===== src/design/fhm_pkg.sv =====
// Shared types and constants for the fault history log.
package fhm_pkg;

    localparam logic [7:0]  NO_ENTRY  = 8'hFF;
    localparam logic [11:0] YEAR_BASE = 12'd2012;
    localparam logic [7:0]  YEAR_MAX  = 8'hFF;

    localparam logic [2:0] MODE_RECORD = 3'd0;
    localparam logic [2:0] MODE_ERASE  = 3'd1;
    localparam logic [2:0] MODE_FIRST  = 3'd2;
    localparam logic [2:0] MODE_NEXT   = 3'd3;
    localparam logic [2:0] MODE_PREV   = 3'd4;

    typedef enum logic [3:0] {
        ST_IDLE,
        ST_REC_RD,
        ST_REC_A,
        ST_REC_B,
        ST_REC_C,
        ST_NAV_RD,
        ST_NAV_UPD,
        ST_OUT_RD,
        ST_OUT_LOAD
    } state_t;

    typedef struct packed {
        logic capture;
        logic erase;
        logic first;
        logic rd_en;
        logic rd_rec;
        logic rec_a;
        logic rec_b;
        logic rec_c;
        logic nav_upd;
        logic out_load;
    } cmd_t;

    typedef struct packed {
        logic id_ok;
    } sts_t;

    typedef struct packed {
        logic [7:0]  year_offset;
        logic [3:0]  month;
        logic [4:0]  day;
        logic [4:0]  hour;
        logic [5:0]  minute;
        logic [7:0]  floor_code;
        logic [7:0]  drive_state;
        logic [15:0] current_d;
        logic [15:0] current_q;
    } rec_t;

endpackage


===== src/design/fhm_ctrl.sv =====
// Sequencer for record, erase and browse items of the fault history log.
module fhm_ctrl (
    input  logic              clk,
    input  logic              rst_n,
    input  logic              start,
    input  logic [2:0]        mode,
    input  fhm_pkg::sts_t     sts,
    output logic              busy,
    output fhm_pkg::cmd_t     cmd
);

    fhm_pkg::state_t state_reg;
    fhm_pkg::state_t state_next;

    always_ff @(posedge clk or negedge rst_n)
    begin
        if (!rst_n)
        begin
            state_reg <= fhm_pkg::ST_IDLE;
        end
        else
        begin
            state_reg <= state_next;
        end
    end

    always_comb
    begin
        state_next = state_reg;
        unique case (state_reg)
            fhm_pkg::ST_IDLE:
            begin
                if (start)
                begin
                    unique case (mode)
                        fhm_pkg::MODE_RECORD:
                        begin
                            if (sts.id_ok)
                            begin
                                state_next = fhm_pkg::ST_REC_RD;
                            end
                        end
                        fhm_pkg::MODE_FIRST: state_next = fhm_pkg::ST_OUT_RD;
                        fhm_pkg::MODE_NEXT:  state_next = fhm_pkg::ST_NAV_RD;
                        fhm_pkg::MODE_PREV:  state_next = fhm_pkg::ST_NAV_RD;
                        default:             state_next = fhm_pkg::ST_IDLE;
                    endcase
                end
            end
            fhm_pkg::ST_REC_RD:   state_next = fhm_pkg::ST_REC_A;
            fhm_pkg::ST_REC_A:    state_next = fhm_pkg::ST_REC_B;
            fhm_pkg::ST_REC_B:    state_next = fhm_pkg::ST_REC_C;
            fhm_pkg::ST_REC_C:    state_next = fhm_pkg::ST_IDLE;
            fhm_pkg::ST_NAV_RD:   state_next = fhm_pkg::ST_NAV_UPD;
            fhm_pkg::ST_NAV_UPD:  state_next = fhm_pkg::ST_OUT_RD;
            fhm_pkg::ST_OUT_RD:   state_next = fhm_pkg::ST_OUT_LOAD;
            fhm_pkg::ST_OUT_LOAD: state_next = fhm_pkg::ST_IDLE;
            default:              state_next = fhm_pkg::ST_IDLE;
        endcase
    end

    always_comb
    begin
        cmd  = '0;
        busy = 1'b1;
        unique case (state_reg)
            fhm_pkg::ST_IDLE:
            begin
                busy        = 1'b0;
                cmd.capture = start;
                cmd.erase   = start && (mode == fhm_pkg::MODE_ERASE);
                cmd.first   = start && (mode == fhm_pkg::MODE_FIRST);
            end
            fhm_pkg::ST_REC_RD:
            begin
                cmd.rd_en  = 1'b1;
                cmd.rd_rec = 1'b1;
            end
            fhm_pkg::ST_REC_A:
            begin
                cmd.rd_rec = 1'b1;
                cmd.rec_a  = 1'b1;
            end
            fhm_pkg::ST_REC_B:
            begin
                cmd.rd_rec = 1'b1;
                cmd.rec_b  = 1'b1;
            end
            fhm_pkg::ST_REC_C:
            begin
                cmd.rd_rec = 1'b1;
                cmd.rec_c  = 1'b1;
            end
            fhm_pkg::ST_NAV_RD:   cmd.rd_en    = 1'b1;
            fhm_pkg::ST_NAV_UPD:  cmd.nav_upd  = 1'b1;
            fhm_pkg::ST_OUT_RD:   cmd.rd_en    = 1'b1;
            fhm_pkg::ST_OUT_LOAD: cmd.out_load = 1'b1;
            default:              busy         = 1'b1;
        endcase
    end

endmodule


===== src/design/fhm_dp.sv =====
// Datapath of the fault history log: link, count and record memories, head and cursor.
module fhm_dp #(
    parameter int FAULT_COUNT = 32
) (
    input  logic               clk,
    input  logic               rst_n,
    input  fhm_pkg::cmd_t      cmd,
    output fhm_pkg::sts_t      sts,
    input  logic [2:0]         mode,
    input  logic [7:0]         fault_id,
    input  logic [11:0]        year,
    input  logic [3:0]         month,
    input  logic [4:0]         day,
    input  logic [4:0]         hour,
    input  logic [5:0]         minute,
    input  logic [6:0]         floor_number,
    input  logic               motor_stopped,
    input  logic [7:0]         drive_state,
    input  logic signed [15:0] current_d,
    input  logic signed [15:0] current_q,
    output logic               done,
    output logic [7:0]         view_fault,
    output logic [7:0]         view_position,
    output logic [15:0]        occurrence_count,
    output logic [7:0]         year_offset,
    output logic [3:0]         stored_month,
    output logic [4:0]         stored_day,
    output logic [4:0]         stored_hour,
    output logic [5:0]         stored_minute,
    output logic [7:0]         floor_code,
    output logic [7:0]         stored_drive_state,
    output logic signed [15:0] stored_current_d,
    output logic signed [15:0] stored_current_q
);

    localparam int         AW  = $clog2(FAULT_COUNT);
    localparam logic [7:0] FC8 = 8'(FAULT_COUNT);

    logic [7:0]  next_mem [FAULT_COUNT];
    logic [7:0]  prev_mem [FAULT_COUNT];
    logic [15:0] cnt_mem  [FAULT_COUNT];
    fhm_pkg::rec_t rec_mem [FAULT_COUNT];

    logic [FAULT_COUNT-1:0] vld_reg;
    logic [7:0]  head_reg;
    logic [7:0]  cursor_reg;
    logic [7:0]  pos_reg;
    logic        done_reg;
    logic [2:0]  mode_reg;
    logic [7:0]  id_reg;
    fhm_pkg::rec_t rec_in_reg;
    logic [7:0]  n_reg;
    logic [7:0]  p_reg;
    logic [15:0] cnt_reg;

    logic [7:0]  next_rd_reg;
    logic [7:0]  prev_rd_reg;
    logic [15:0] cnt_rd_reg;
    fhm_pkg::rec_t rec_rd_reg;

    logic [7:0]  raddr;
    logic        rd_ok;
    logic [7:0]  next_m;
    logic [7:0]  prev_m;
    logic        id_ne_head;
    logic        head_ok;
    logic        cursor_ok;
    logic [11:0] year_diff;
    fhm_pkg::rec_t rec_in;

    logic        next_we;
    logic [7:0]  next_wa;
    logic [7:0]  next_wd;
    logic        prev_we;
    logic [7:0]  prev_wa;
    logic [7:0]  prev_wd;

    assign sts.id_ok = fault_id < FC8;

    assign raddr      = cmd.rd_rec ? id_reg : cursor_reg;
    assign rd_ok      = (raddr < FC8) && vld_reg[raddr[AW-1:0]];
    assign next_m     = rd_ok ? next_rd_reg : fhm_pkg::NO_ENTRY;
    assign prev_m     = rd_ok ? prev_rd_reg : fhm_pkg::NO_ENTRY;
    assign id_ne_head = id_reg != head_reg;
    assign head_ok    = head_reg < FC8;
    assign cursor_ok  = cursor_reg < FC8;

    assign year_diff = year - fhm_pkg::YEAR_BASE;

    always_comb
    begin
        rec_in = '0;
        if (year > fhm_pkg::YEAR_BASE)
        begin
            rec_in.year_offset = (year_diff > 12'(fhm_pkg::YEAR_MAX)) ? fhm_pkg::YEAR_MAX
                                                                   : year_diff[7:0];
        end
        rec_in.month       = month;
        rec_in.day         = day;
        rec_in.hour        = hour;
        rec_in.minute      = minute;
        rec_in.floor_code  = {motor_stopped, floor_number};
        rec_in.drive_state = drive_state;
        rec_in.current_d   = current_d;
        rec_in.current_q   = current_q;
    end

    // link write ports: unlink in phase A, relink in phases B and C
    always_comb
    begin
        next_we = 1'b0;
        next_wa = id_reg;
        next_wd = fhm_pkg::NO_ENTRY;
        prev_we = 1'b0;
        prev_wa = id_reg;
        prev_wd = fhm_pkg::NO_ENTRY;
        if (cmd.rec_a)
        begin
            next_we = id_ne_head && (prev_m < FC8);
            next_wa = prev_m;
            next_wd = next_m;
            prev_we = id_ne_head && (next_m < FC8);
            prev_wa = next_m;
            prev_wd = prev_m;
        end
        else if (cmd.rec_b)
        begin
            next_we = 1'b1;
            if (id_ne_head)
            begin
                next_wd = head_reg;
            end
            else
            begin
                next_wd = (n_reg == id_reg) ? fhm_pkg::NO_ENTRY : n_reg;
            end
            prev_we = 1'b1;
            prev_wd = id_ne_head ? fhm_pkg::NO_ENTRY : p_reg;
        end
        else if (cmd.rec_c)
        begin
            prev_we = id_ne_head && head_ok;
            prev_wa = head_reg;
            prev_wd = id_reg;
        end
    end

    always_ff @(posedge clk)
    begin
        if (next_we)
        begin
            next_mem[next_wa[AW-1:0]] <= next_wd;
        end
        if (prev_we)
        begin
            prev_mem[prev_wa[AW-1:0]] <= prev_wd;
        end
        if (cmd.rec_c)
        begin
            cnt_mem[id_reg[AW-1:0]] <= cnt_reg + 16'd1;
            rec_mem[id_reg[AW-1:0]] <= rec_in_reg;
        end
        if (cmd.rd_en)
        begin
            next_rd_reg <= next_mem[raddr[AW-1:0]];
            prev_rd_reg <= prev_mem[raddr[AW-1:0]];
            cnt_rd_reg  <= cnt_mem[raddr[AW-1:0]];
            rec_rd_reg  <= rec_mem[raddr[AW-1:0]];
        end
    end

    always_ff @(posedge clk)
    begin
        if (cmd.capture)
        begin
            mode_reg   <= mode;
            id_reg     <= fault_id;
            rec_in_reg <= rec_in;
        end
        if (cmd.rec_a)
        begin
            n_reg   <= next_m;
            p_reg   <= prev_m;
            cnt_reg <= rd_ok ? cnt_rd_reg : 16'd0;
        end
    end

    always_ff @(posedge clk or negedge rst_n)
    begin
        if (!rst_n)
        begin
            vld_reg    <= '0;
            head_reg   <= fhm_pkg::NO_ENTRY;
            cursor_reg <= fhm_pkg::NO_ENTRY;
            pos_reg    <= 8'd0;
            done_reg   <= 1'b0;
        end
        else
        begin
            done_reg <= cmd.out_load;
            if (cmd.erase)
            begin
                vld_reg  <= '0;
                head_reg <= fhm_pkg::NO_ENTRY;
            end
            else if (cmd.rec_c)
            begin
                vld_reg[id_reg[AW-1:0]] <= 1'b1;
                head_reg                <= id_reg;
            end
            if (cmd.first)
            begin
                pos_reg    <= 8'd0;
                cursor_reg <= head_ok ? head_reg : fhm_pkg::NO_ENTRY;
            end
            else if (cmd.nav_upd)
            begin
                if (mode_reg == fhm_pkg::MODE_NEXT)
                begin
                    if (next_m < FC8)
                    begin
                        cursor_reg <= next_m;
                        pos_reg    <= pos_reg + 8'd1;
                    end
                end
                else if (prev_m < FC8)
                begin
                    cursor_reg <= prev_m;
                    if (pos_reg != 8'd0)
                    begin
                        pos_reg <= pos_reg - 8'd1;
                    end
                end
            end
        end
    end

    always_ff @(posedge clk)
    begin
        if (cmd.out_load)
        begin
            view_position <= pos_reg;
            if (cursor_ok)
            begin
                view_fault         <= cursor_reg;
                occurrence_count   <= rd_ok ? cnt_rd_reg : 16'd0;
                year_offset        <= rec_rd_reg.year_offset;
                stored_month       <= rec_rd_reg.month;
                stored_day         <= rec_rd_reg.day;
                stored_hour        <= rec_rd_reg.hour;
                stored_minute      <= rec_rd_reg.minute;
                floor_code         <= rec_rd_reg.floor_code;
                stored_drive_state <= rec_rd_reg.drive_state;
                stored_current_d   <= rec_rd_reg.current_d;
                stored_current_q   <= rec_rd_reg.current_q;
            end
            else
            begin
                view_fault         <= fhm_pkg::NO_ENTRY;
                occurrence_count   <= 16'd0;
                year_offset        <= 8'd0;
                stored_month       <= 4'd0;
                stored_day         <= 5'd0;
                stored_hour        <= 5'd0;
                stored_minute      <= 6'd0;
                floor_code         <= 8'd0;
                stored_drive_state <= 8'd0;
                stored_current_d   <= 16'sd0;
                stored_current_q   <= 16'sd0;
            end
        end
    end

    assign done = done_reg;

    a_head_range: assert property (@(posedge clk) disable iff (!rst_n)
        head_reg < FC8 || head_reg == fhm_pkg::NO_ENTRY)
        else $error("head outside the entry range");

    a_head_linked: assert property (@(posedge clk) disable iff (!rst_n)
        head_reg < FC8 |-> vld_reg[head_reg[AW-1:0]])
        else $error("head entry not in the list");

    a_done_once: assert property (@(posedge clk) disable iff (!rst_n)
        done_reg |=> !done_reg)
        else $error("result strobe held beyond one cycle");

    a_done_follows_load: assert property (@(posedge clk) disable iff (!rst_n)
        cmd.out_load |=> done_reg)
        else $error("result load without strobe");

endmodule


===== src/design/fault_history_mru_log_core.sv =====
// Top level of the most-recent-first fault history log.
//
// An item is taken on a rising edge with start high and busy low; mode selects
// record (0), erase (1), view first (2), view next (3) or view previous (4).
// Record and erase give no result; views give one result, shown for one cycle
// with done high. The receiver cannot hold results off.
// A valid record holds busy while it reads the entry, unlinks, relinks and
// writes count and snapshot; the next item is taken once busy is low again.
// An out-of-range record, an erase or an unused mode leaves busy low.
// View first: the head entry is read, then loaded into the result registers.
// View next/previous: the link read and cursor update are followed by the
// record read on the single memory read port, then by the result load.
// A new item may be taken in the cycle done is high.
// Erase clears the list at once through per-entry flags.
// Reset: list empty, all counts zero, cursor at no entry and position 0;
// snapshots read back undefined until their fault is first recorded.
module fault_history_mru_log_core #(
    parameter int FAULT_COUNT = 32
) (
    input  logic               clk,
    input  logic               rst_n,
    input  logic               start,
    output logic               busy,
    input  logic [2:0]         mode,
    input  logic [7:0]         fault_id,
    input  logic [11:0]        year,
    input  logic [3:0]         month,
    input  logic [4:0]         day,
    input  logic [4:0]         hour,
    input  logic [5:0]         minute,
    input  logic [6:0]         floor_number,
    input  logic               motor_stopped,
    input  logic [7:0]         drive_state,
    input  logic signed [15:0] current_d,
    input  logic signed [15:0] current_q,
    output logic               done,
    output logic [7:0]         view_fault,
    output logic [7:0]         view_position,
    output logic [15:0]        occurrence_count,
    output logic [7:0]         year_offset,
    output logic [3:0]         stored_month,
    output logic [4:0]         stored_day,
    output logic [4:0]         stored_hour,
    output logic [5:0]         stored_minute,
    output logic [7:0]         floor_code,
    output logic [7:0]         stored_drive_state,
    output logic signed [15:0] stored_current_d,
    output logic signed [15:0] stored_current_q
);

    fhm_pkg::cmd_t cmd;
    fhm_pkg::sts_t sts;

    fhm_ctrl u_ctrl (
        .clk   (clk),
        .rst_n (rst_n),
        .start (start),
        .mode  (mode),
        .sts   (sts),
        .busy  (busy),
        .cmd   (cmd)
    );

    fhm_dp #(
        .FAULT_COUNT (FAULT_COUNT)
    ) u_dp (
        .clk                (clk),
        .rst_n              (rst_n),
        .cmd                (cmd),
        .sts                (sts),
        .mode               (mode),
        .fault_id           (fault_id),
        .year               (year),
        .month              (month),
        .day                (day),
        .hour               (hour),
        .minute             (minute),
        .floor_number       (floor_number),
        .motor_stopped      (motor_stopped),
        .drive_state        (drive_state),
        .current_d          (current_d),
        .current_q          (current_q),
        .done               (done),
        .view_fault         (view_fault),
        .view_position      (view_position),
        .occurrence_count   (occurrence_count),
        .year_offset        (year_offset),
        .stored_month       (stored_month),
        .stored_day         (stored_day),
        .stored_hour        (stored_hour),
        .stored_minute      (stored_minute),
        .floor_code         (floor_code),
        .stored_drive_state (stored_drive_state),
        .stored_current_d   (stored_current_d),
        .stored_current_q   (stored_current_q)
    );

endmodule


===== config.mk =====
export PLATFORM = sky130hd
export DESIGN_NAME = fault_history_mru_log_core
export DESIGN_NICKNAME = d
export VERILOG_FILES = /design/src/design/fhm_pkg.sv /design/src/design/fhm_ctrl.sv /design/src/design/fhm_dp.sv /design/src/design/fault_history_mru_log_core.sv
export SDC_FILE = /design/constraint.sdc
export NUM_CORES = 2
export LEC_CHECK = 0
export CAP_MARGIN = 15
export CORE_MARGIN = 3
export CORE_UTILIZATION = 59
export CTS_BUF_LIST = sky130_fd_sc_hd__clkbuf_4 sky130_fd_sc_hd__clkbuf_8
export CTS_CLUSTER_DIAMETER = 200
export DETAILED_ROUTE_END_ITERATION = 7
export DONT_BUFFER_PORTS = 1
export GPL_ROUTABILITY_DRIVEN = 1
export PLACE_DENSITY = 0.85
export SLEW_MARGIN = 20
export SYNTH_ARGS = -nofsm -noshare
export SYNTH_HDL_FRONTEND = slang
export SYNTH_HIERARCHICAL = 1
export SYNTH_SLANG_ARGS = --single-unit

===== constraint.sdc =====
create_clock -name clk -period 12.5 [get_ports clk]
set_clock_uncertainty 0.15 [all_clocks]
set_input_delay 1.25 -clock clk [delete_from_list [all_inputs] [get_ports clk]]
set_output_delay 1.25 -clock clk [all_outputs]
set_load 0.005 [all_outputs]

After elaboration in Yosys (flattened, before gate mapping):

Memory sizes are Yosys's and may differ from the RTL's. A register that Yosys moved wholly into a read port is not among the register bits.
Index checks and enable logic that the tools add are counted.

* memories: 4
* bits in registers: 288
* output and inout port bits: 110
* RAM bits: 3456
* word-level logic and storage cells: 151
* input port bits: 94

Memories
* u_dp.rec_mem: words 32, bits a word 76, rd ports 1, clocked after Yosys merged registers in 1, wr ports 1, line fhm_dp.sv:42 `fhm_pkg::rec_t rec_mem [FAULT_COUNT];`
* u_dp.cnt_mem: words 32, bits a word 16, rd ports 1, clocked after Yosys merged registers in 1, wr ports 1, line fhm_dp.sv:41 `logic [15:0] cnt_mem [FAULT_COUNT];`
* u_dp.next_mem: words 32, bits a word 8, rd ports 1, clocked after Yosys merged registers in 1, wr ports 1, line fhm_dp.sv:39 `logic [7:0] next_mem [FAULT_COUNT];`
* u_dp.prev_mem: words 32, bits a word 8, rd ports 1, clocked after Yosys merged registers in 1, wr ports 1, line fhm_dp.sv:40 `logic [7:0] prev_mem [FAULT_COUNT];`

* add/sub/neg operators: 4
* $lt $le $gt $ge: 11
* reduce and logical (&&, ||, !) cells: 20
* eq/ne operators: 18
* bitwise operators: 1
* mux-type cells: 61

Operators with widths (count)
* $mux 8: 26
* $mux 32: 2
* $lt 8x6->1 const B: 6
* $or 32x32->32: 1
* $pmux 4 s7: 1
* $mux 1: 21
* $mux 5: 4
* $add 16x1->16 const B: 1
* $eq 4x3->1 const B: 4
* $mux 16: 1
* $gt 12x11->1 const B: 1
* $gt 12x8->1 const B: 1
* $lt 5x6->1 const B: 2
* $pmux 4 s3: 1
* $sub 12x11->12 const B: 1
* $eq 3x2->1 const B: 3
* $add 8x1->8 const B: 1
* $eq 4x2->1 const B: 2
* $eq 8x8->1: 1
* $mux 4: 2
* $ne 8x8->1: 1
* $reduce_bool 8->1: 1
* $sub 8x1->8 const B: 1
* $logic_and 1x1->1: 7
* other kinds (21): 23

Logic depth before layout (Yosys ltp):

* word-level depth: 13
* mapped depth: 16
* gate-level depth less buffers: 11

Modules after synthesis:

The synthesis kept the hierarchy.

By module, submodules not included
* fhm_dp: seq. area each 115285.6 µm², cells each 7508, area each 148057.0 µm², instances 1
* fhm_ctrl: seq. area each 100.1 µm², cells each 44, area each 376.6 µm², instances 1

Worst setup path after synthesis:

OpenSTA, ideal clock, no wires.

* path type: register to register
* start: reg u_ctrl.state_reg[3]
* end: reg u_dp.done_reg, in the netlist u_dp/done
* data required time: 11109 ps
* path buffers: 1
* arrival: 11796 ps
* path slack: -688 ps
* clock period less this slack: 13188 ps
* stages on the path, launching flop included: 3
* library setup time: 1241 ps
* path through: dfrtp_1 -> clkbuf_1 -> nor4b_1

RTL lines
* start, declared: line fhm_ctrl.sv:12 `fhm_pkg::state_t state_reg;`
* start signal, assigned: line fhm_ctrl.sv:19 `state_reg <= fhm_pkg::ST_IDLE;`
* start signal, assigned: line fhm_ctrl.sv:23 `state_reg <= state_next;`
* end signal, assigned: line fhm_dp.sv:200 `done_reg <= cmd.out_load;`
* end, declared: line fhm_dp.sv:48 `logic done_reg;`

==> metrics.csv <==
stage,metric,value,unit
timing,FMAX,0.1511,GHz
route,Routed WL per cell,34.90,um
timing,RSZ-0062 raised after global routing,false,
power_and_ir_drop,VDD IR max,0.0004251,V
layout,Final Util,66.02,%
route,drt drc,0,
critical_path,Reg2Reg Setup Slack,5880,ps
logic_synthesis,Cells after Synth,7552,
floorplan,floorplan row count,183,
route,drt first pass iters,8,
logic_synthesis,top-count cell post-synth,edfxtp_1,
layout,Layout area overhead,10.90,%
clocking,clock buffer count from CTS,586,
critical_path,CP bufs+invs,2,
critical_path,worst reg2reg endpoint,u_dp/next_mem[14][5]$_DFFE_PP_,
hold_path,"Endpoint, Worst Hold",u_dp/rec_in_reg[35]$_DFFE_PP_,
logic_synthesis,synthesized-area fraction occupied by adder cells,0.08935,%
power_and_ir_drop,overall power,0.04335,W
placement,pre-CTS setup slack,5732,ps
logic_synthesis,count of different cell masters after synthesis,82,
hold_path,HP Start,drive_state[3],
floorplan,Die Wd,507.6,um
route,vias,81910,
logic_synthesis,asr flop ratio synth,1.584,%
global_route,busiest layer in global routing,met2,
critical_path,critical path launch point type,register,
logic_synthesis,most frequent cells after synthesis,"edfxtp_1 (3,791), nand2_1 (1,034), mux4_2 (864)",
route,vias per cell,7.017,
global_route,first-pass GRT wire length,575.9,mm
timing,Worst-Margin Slew,1222,ps
hold_path,HP Class,primary input to register,
power_and_ir_drop,power per cell area,263.3,nW/um2
critical_path,Worst Path Arrival,7050,ps
logic_synthesis,number of synthesized register bits,3852,
logic_synthesis,Yosys warning count,6,
layout,share of layout cells above drive strength 1,24.77,%
critical_path,critical path class,register to register,
floorplan,die area,257600,um2
clocking,CTS root buffer,clkbuf_8,
logic_synthesis,synthesized area,148400,um2
route,1st-iter DRT viols,15380,
timing,Fin. Hold Viols,0,
global_route,total global-route track usage,31.19,%
critical_path,reg-to-reg startpoint,u_ctrl/state_reg[1]$_DFFE_PN0P_,
timing,Slew HR,18.34,%
critical_path,"Req. time, crit path",12940,ps
logic_synthesis,Post-Syn Nets,7656,
floorplan,Core ar.,249300,um2
critical_path,R2R cell count,12,
route,Final ANT Viol Nets,0,
clocking,post-cts sizing count,0,
hold_path,hold path cells,0,
logic_synthesis,post-synthesis xor/xnor area fraction,0.2478,%
clocking,H-tree lvl count,6,
timing,Max Slew Vio Count,0,
timing,crit share post-route,52.94,%
critical_path,cell family with most CP delay,compound AO/OA/AOI/OAI gates,
clocking,Worst-Skew Late Latency,1050,ps
timing,crit path time final,6617,ps
clocking,CTS tree,done,
global_route,GRT met1 Usage,41.00,%
global_route,vias in the first global route,82890,
floorplan,Starting Density,59.53,%
logic_synthesis,Synth Area in Compound Gates,1.011,%
timing,Final Setup Violations,0,
timing,setup tns final,0,ps
logic_synthesis,post-synthesis simple-gate area fraction,6.434,%
global_route,M3 GR Usage,9.773,%
route,Routed WL,407.4,mm
floorplan,Die Ht,507.6,um
layout,Nets,7983,
critical_path,Crit-path slowest cell,o21ai_1,
critical_path,"slowest stage delay, CP",930,ps
logic_synthesis,Area contributors post-synth,"edfxtp_1 (77%), mux4_2 (13%), nand2_1 (2.6%), nand3_1 (2.2%), dfrtp_1 (0.76%)",
logic_synthesis,"area leader, netlist",edfxtp_1,
placement,IO buf count,0,
global_route,antenna violations before repair,42,
critical_path,worst-path cell chain,"nor2_1, xor2_1, nor2_4, buf_4, mux2_8, buf_12, a21oi_1, o31a_1, a2111oi_4, o21ai_2, o21ai_1, and3_1",
layout,max reg flops,2432,
logic_synthesis,"Primary FF master, synth",edfxtp_1,
floorplan,I/O pins,204,
global_route,largest net degree at the start of global routing,166,
logic_synthesis,mux cell area share after synthesis,13.25,%
global_route,GR Layer Usage met2,47.77,%
clocking,clock slew at reported path FFs,70,ps
placement,Detailed Place HPWL,189.7,mm
clocking,CTS Sinks,3852,
clocking,CTS max path bufs,4,
critical_path,Worst Path Max Fanout,113,
logic_synthesis,main combinational cell family by area after synthesis,multiplexers,
logic_synthesis,Post-synth EDFFs,3791,
logic_synthesis,"Avg Cell Area, Syn",19.65,um2
logic_synthesis,part of the Yosys area used for sequential elements,77.74,%
flow_run,# Max-Cap Violations,0,
logic_synthesis,top-area cell type share of the netlist area,76.69,%
timing,setup slack after layout,5883,ps
global_route,Congestion Overflow GR,0,
status,status,finished clean,
critical_path,Crit. End Element,register,
layout,FILL cells,14350,
placement,routability cong.,0.8620,
power_and_ir_drop,Leak,53.15,nW
==> where the power goes <==
part           switching (W)  internal [W]
sequential          0.000843        0.0158
clock                0.00490       0.00545
combinational        0.00997       0.00639
==> repair_timing <==
| item | CTS | global route |
|---|---|---|
| buffers inserted | 0 | 0 |
| hold buffers | 2 | 0 |
| hold endpoints to repair | 61 | 0 |
==> metal layers <==
metal	vias to the layer above	share of wire (%)
met3	1688	15
met4	32	5.8
li1	30990	-
met5	-	0.071
met1	40780	31
met2	8421	47
==> worst reg2reg max path, stage by stage, from the launching register on <==
cell,delay (ps)
dfrtp_1,600
nor2_1,150
xor2_1,200
nor2_4,100
buf_4,420
mux2_8,860
buf_12,750
a21oi_1,210
o31a_1,350
a2111oi_4,490
o21ai_2,390
o21ai_1,930
and3_1,600
==> stage by stage <==
step	cell area (um2)	hold slack, ps	std cells
after floorplan	148400	313.1	7552
after global placement	152700	329.3	10610
after detailed placement	152800	340.5	10610
after CTS	164300	65.31	11650
after global routing	164600	93.39	11660
final	164600	136.2	11670
==> logic make-up after synthesis <==
group / after synthesis
xor gates and xnor gates: 42
DFF: 3852
buffers and inverters: 441
muxes: 881
AOI/OAI and AO/OA: 203
adders and majority gates: 10
and+or+nand+nor: 2123
==> placed cells by master (no fill, tap or decap), types with 10 or more instances in the layout <==
cell type  instances
nor2_4            33
clkinv_1         133
nand2b_1          29
bufinv_16         17
a21oi_1           47
clkbuf_4         189
xnor2_4           10
nor2_1           112
and2_1           130
buf_12            23
o21ai_0           25
inv_6             17
o22ai_1           22
xnor2_1           22
buf_4            126
clkinv_2          51
mux4_2           864
inv_1             20
diode_2           18
mux2_2            10
nand3_1          665
and3_1            45
nand2_1         1031
nor3_1            13
nor2b_1           18
edfxtp_1        3791
clkbuf_8         607
dfrtp_1           45
dfstp_2           16
==> how the worst max path moves through the flow <==
stage,from,cells past startpoint,to,slack (ps)
after floorplan,u_ctrl/state_reg[1]$_DFFE_PN0P_,3,u_dp/cnt_rd_reg[0]$_DFFE_PP_,3060
after global placement,u_ctrl/state_reg[1]$_DFFE_PN0P_,12,u_dp/prev_mem[12][3]$_DFFE_PP_,5940
after detailed placement,u_ctrl/state_reg[1]$_DFFE_PN0P_,13,u_dp/rec_rd_reg[33]$_DFFE_PP_,5730
after CTS,u_ctrl/state_reg[1]$_DFFE_PN0P_,13,u_dp/rec_rd_reg[42]$_DFFE_PP_,5730
after global routing,u_ctrl/state_reg[1]$_DFFE_PN0P_,12,u_dp/next_mem[7][6]$_DFFE_PP_,5550
final,u_ctrl/state_reg[1]$_DFFE_PN0P_,12,u_dp/next_mem[14][5]$_DFFE_PP_,5880
==> area by class of cell <==
class / count / area [um2] / share of cell area, %
Sequential cell: 3852 / 115400 / 70.10
Multi-Input combinational cell: 3259 / 31930 / 19.40
Clock buffer: 796 / 9773 / 5.937
Tap cell: 3330 / 4167 / 2.531
Clock inverter: 237 / 1629 / 0.9896
Timing Repair Buffer: 159 / 1603 / 0.9737
Inverter: 21 / 83.83 / 0.05093
Antenna cell: 18 / 45.04 / 0.02736
Power figures use the tool's default switching activity.
